### config.mk
export PLATFORM = sky130hd
export DESIGN_NAME = obla_front
export DESIGN_NICKNAME = d
export VERILOG_FILES = /design/src/obla_pkg.sv /design/src/obla_front.sv
export SDC_FILE = /design/constraint.sdc
export NUM_CORES = 1
export LEC_CHECK = 0
export BUFFER_PORTS_ARGS = -buffer_cell sky130_fd_sc_hd__buf_2
export CAP_MARGIN = 20
export CORE_ASPECT_RATIO = 1.75
export CORE_MARGIN = 2
export CORE_UTILIZATION = 40
export DETAILED_ROUTE_END_ITERATION = 6
export GPL_TIMING_DRIVEN = 0
export PLACE_DENSITY_LB_ADDON = 0.05
export SETUP_SLACK_MARGIN = 0.4
export SYNTH_ARGS = -nofsm -noshare
export SYNTH_HDL_FRONTEND = slang
export SYNTH_SLANG_ARGS = --single-unit
### constraint.sdc
create_clock -name clk -period 6.35 [get_ports clk]
set_clock_uncertainty 0.05 [all_clocks]
set_input_delay 1.27 -clock clk [delete_from_list [all_inputs] [get_ports clk]]
set_output_delay 1.27 -clock clk [all_outputs]
set_load 0.005 [all_outputs]
### src/obla_pkg.sv
// Shared types and constants for the order book level aggregator.
// No dependencies; used by obla_front, obla_back and the top level.
package obla_pkg;

	localparam int ORDER_SLOTS_DEF  = 65536;
	localparam int PRICE_LEVELS_DEF = 4096;

	localparam logic [2:0] KIND_ADD     = 3'd0;
	localparam logic [2:0] KIND_EXECUTE = 3'd1;
	localparam logic [2:0] KIND_CANCEL  = 3'd2;
	localparam logic [2:0] KIND_DELETE  = 3'd3;
	localparam logic [2:0] KIND_REPLACE = 3'd4;
	localparam logic [2:0] KIND_QUERY   = 3'd5;

	// One queued feed event, as classified by the front end.
	typedef struct packed {
		logic [2:0]  kind;
		logic        slot_op;
		logic [15:0] ord_ix;
		logic [15:0] repl_ix;
		logic        side;
		logic [11:0] price;
		logic [31:0] quantity;
	} cmd_t;

	// One result item.
	typedef struct packed {
		logic               found;
		logic               bid_present;
		logic [11:0]        bid_px;
		logic               ask_present;
		logic [11:0]        ask_px;
		logic signed [12:0] spread;
		logic [11:0]        mid_px;
		logic [31:0]        level_quantity;
	} res_t;

endpackage

### src/obla_front.sv
// Front end: accepts feed events, classifies them and queues them (two entries).
// Depends on obla_pkg.
module obla_front (
	input  logic                clk,
	input  logic                arst_n,
	input  logic                in_valid,
	output logic                in_ready,
	input  logic [2:0]          kind,
	input  logic [15:0]         ord_ix,
	input  logic [15:0]         repl_ix,
	input  logic                side,
	input  logic [11:0]         price,
	input  logic [31:0]         quantity,
	output logic                cmd_valid,
	output obla_pkg::cmd_t      cmd,
	input  logic                cmd_pop
);

	obla_pkg::cmd_t fifo_q [2];
	obla_pkg::cmd_t entry;
	logic           wr_q, rd_q;
	logic [1:0]     cnt_q;
	logic           push;

	assign in_ready  = (cnt_q != 2'd2);
	assign push      = in_valid && in_ready;
	assign cmd_valid = (cnt_q != 2'd0);
	assign cmd       = fifo_q[rd_q];

	always_comb begin
		entry.kind     = kind;
		// events that must look up an existing order first
		entry.slot_op  = (kind == obla_pkg::KIND_EXECUTE) || (kind == obla_pkg::KIND_CANCEL) ||
			(kind == obla_pkg::KIND_DELETE) || (kind == obla_pkg::KIND_REPLACE);
		entry.ord_ix   = ord_ix;
		entry.repl_ix  = repl_ix;
		entry.side     = side;
		entry.price    = price;
		entry.quantity = quantity;
	end

	always_ff @(posedge clk) begin
		if (push) begin
			fifo_q[wr_q] <= entry;
		end
	end

	always_ff @(posedge clk or negedge arst_n) begin
		if (!arst_n) begin
			wr_q  <= 1'b0;
			rd_q  <= 1'b0;
			cnt_q <= 2'd0;
		end else begin
			if (push) wr_q <= ~wr_q;
			if (cmd_pop) rd_q <= ~rd_q;
			unique case ({push, cmd_pop})
				2'b10:   cnt_q <= cnt_q + 2'd1;
				2'b01:   cnt_q <= cnt_q - 2'd1;
				default: cnt_q <= cnt_q;
			endcase
		end
	end

endmodule

==> flow_metrics.tcl <==
set metrics [dict create \
    die_x_um 99.9 \
    power_density_nw_per_um2 458 \
    max_cap_viol_count 0 \
    synth-seq-cells 166 \
    cts_root_buf "clkbuf_16" \
    dpl.cell_count 629 \
    die_h_um 172 \
    drt_pass1_iterations 4 \
    utilization 0.516 \
    dp_hpwl_um 7900 \
    synth_edf_count 162 \
    holdWs_ns 0.449 \
    setup_viol 0 \
    critPathTopFamily "buffers and inverters" \
    nFillCells 1342 \
    max-slew-margin-rel 0.627 \
    synth.avg_cell_area_um2 23.9 \
    overflow 0 \
    cts_tree "yes" \
    cp_data_required_time_ns 5.03 \
    synth_top_area_cell "edfxtp_1" \
    vias 3073 \
    place_congestion 0.648 \
    fmax_mhz 341 \
    cp_num_buf_inv 3 \
    synth_cell_type_count 14 \
    final_nets 544 \
    grt_pass1_wl_um 17300 \
    synth_nets 355 \
    multiInputGateArea_um2 1320 \
    synth_common_cells "162 x edfxtp_1, 79 x mux2_4, 8 x buf_12" \
    finalPower_uw 3740 \
    clk_pin_slew_ns 0.07 \
    ys.warnings.count 0 \
    post_cts_resized 0 \
    yosysTopAreaCellShare 0.755 \
    cpPeakStageDelay_ns 0.35 \
    start_util 0.408 \
    cts-htree-levels 4 \
    min_period_over_period 0.462 \
    clk_path_buf_depth 2 \
    final.min_clock_period_ns 2.93 \
    drtIter0Drc 110 \
    viasPerCell 4.64 \
    grt_util_all_layers 0.136 \
    cp_max_fo 10 \
    layout-drive-gt1-share 0.621 \
    cts_buffers 17 \
    critPathSlowestCell "dfrtp_1" \
    synth_area_leaders "edfxtp_1 75%, mux2_4 18%, buf_12 2.5%" \
    crit_chain "buf_6 > buf_12 > mux2_4 > buf_2" \
    syn_area_um2 6440 \
    drc 0 \
    grt_setup_unrepaired "false" \
    synthFlopType "edfxtp_1" \
    power.leakage_uw 0.00329 \
    seq_area_um2 4960 \
    critPathLaunchType "register" \
    preCtsSetupSlack_ns 3.59 \
    post_cts_buffers 0 \
    tightestPinTransition_ns 0.560 \
    dieArea_um2 17200 \
    detail-route-antenna-nets 0 \
    syn_to_final_growth_pct 26.6 \
    core_um2 15800 \
    ys_async_sr_fraction 0.0241 \
    yosysMostFrequentCell "edfxtp_1" \
    post_drt_wl_per_cell_um 17.2 \
    grt_pass1_vias 3384 \
    finalHoldViolCount 0 \
    clock_latency_ns 0.41 \
    final_max_slew_viol_count 0 \
    cts_hold_buf 0 \
    grt_max_degree 47 \
    std_cell_rows 61 \
    status "completed" \
    io_buffers 166 \
    worst_setup_path_end_kind "output port" \
    cp_data_arrival_time_ns 1.61 \
    crit_type "register to output port" \
    antenna_found_initial 2 \
    drt_wl_total_um 11400 \
    layoutNonFillerInstCount 662 \
    synthCells 270 \
    irDropWorstVdd_mv 0.257 \
    min_path_type "register to register" \
    seq_area_frac_synth 0.770 \
    cts.sinks 166 \
    io-pin-count 167 \
    finalWorstSetupSlack_ns 3.42 \
]
[registers in the layout, indices dropped and copies added, names as in the netlist]
name    count
cnt_q       2
wr_q        1
rd_q        1
fifo_q    162
[logic make-up (layout without fill, tap and decap cells)]
logic type / after synthesis / count (layout) / synth area share
xor+xnor: 6 / 6 / 0.00816
simple gates: 7 / 7 / 0.00524
buf+inv: 9 / 211 / 0.0266
mux: 81 / 81 / 0.188
fa+ha+maj: 1 / 1 / 0.00194
other cells: 0 / 1 / 0
flops: 166 / 166 / 0.770
[cell type report]
cell class / instances / share of cell area
clock buffer: 18 / 0.0526
sequential: 166 / 0.608
timing repair buffer: 170 / 0.113
antenna: 1 / 0.000307
multi-input combinational: 95 / 0.162
buffer: 9 / 0.0210
tap: 189 / 0.0290
clock inverter: 14 / 0.0143
[final timing paths]
check,to,slack (ns),start,cells after the start
max,cmd[33],3.42,rd_q$_DFFE_PN0P_,4
min,cnt_q[1]$_DFFE_PN0P_,0.45,cnt_q[1]$_DFFE_PN0P_,1
max reg2reg,fifo_q[0][51]$_DFFE_PP_,4.41,cnt_q[0]$_DFFE_PN0P_,5
min reg2reg,cnt_q[1]$_DFFE_PN0P_,0.45,cnt_q[1]$_DFFE_PN0P_,1
max in group asynchronous,rd_q$_DFFE_PN0P_,5.52,arst_n,1
min in group asynchronous,cnt_q[1]$_DFFE_PN0P_,0.60,arst_n,1
[worst reg2reg max path, delay by kind of cell (launching register included)]
family	cells	cell delay, ns
and+or+nand+nor	3	0.71
DFF	1	0.40
buffers and inverters	2	0.46
[power by group]
part	switching (µW)	leakage [µW]	internal, µW
Clock	433	0.000264	512
Sequential	62.4	0.00155	1500
Combinational	530	0.00147	707
Total	1020	0.00329	2720
[cell usage in the layout, fill, tap and decap left out, types with 2 or more instances in the layout]
cell type and n:
inv_6 6, inv_8 2, buf_12 11, mux2_2 2, clkbuf_16 17, xnor2_1 4, xor2_1 2, edfxtp_1 162
clkinv_4 2, nor2_1 2, buf_2 166, mux2_4 79, dfrtp_1 4, clkinvlp_4 2
[routing by layer]
metal | vias up | GRT usage | wire length, µm
met5 | - | 0 | 0
met4 | 0 | 0.0482 | 138
met3 | 10 | 0.0550 | 848
met2 | 96 | 0.252 | 6500
met1 | 1515 | 0.135 | 3930
li1 | 1452 | - | -
[per-stage QoR]
step | TNS (ns) | cell area (µm²)
after global routing | 0 | 8160
final | 0 | 8160
after floorplan | 0 | 6440
after global placement | -101.87 | 7510
after detailed placement | 0 | 7610
after CTS | 0 | 8160
Power figures use the tool's default switching activity.
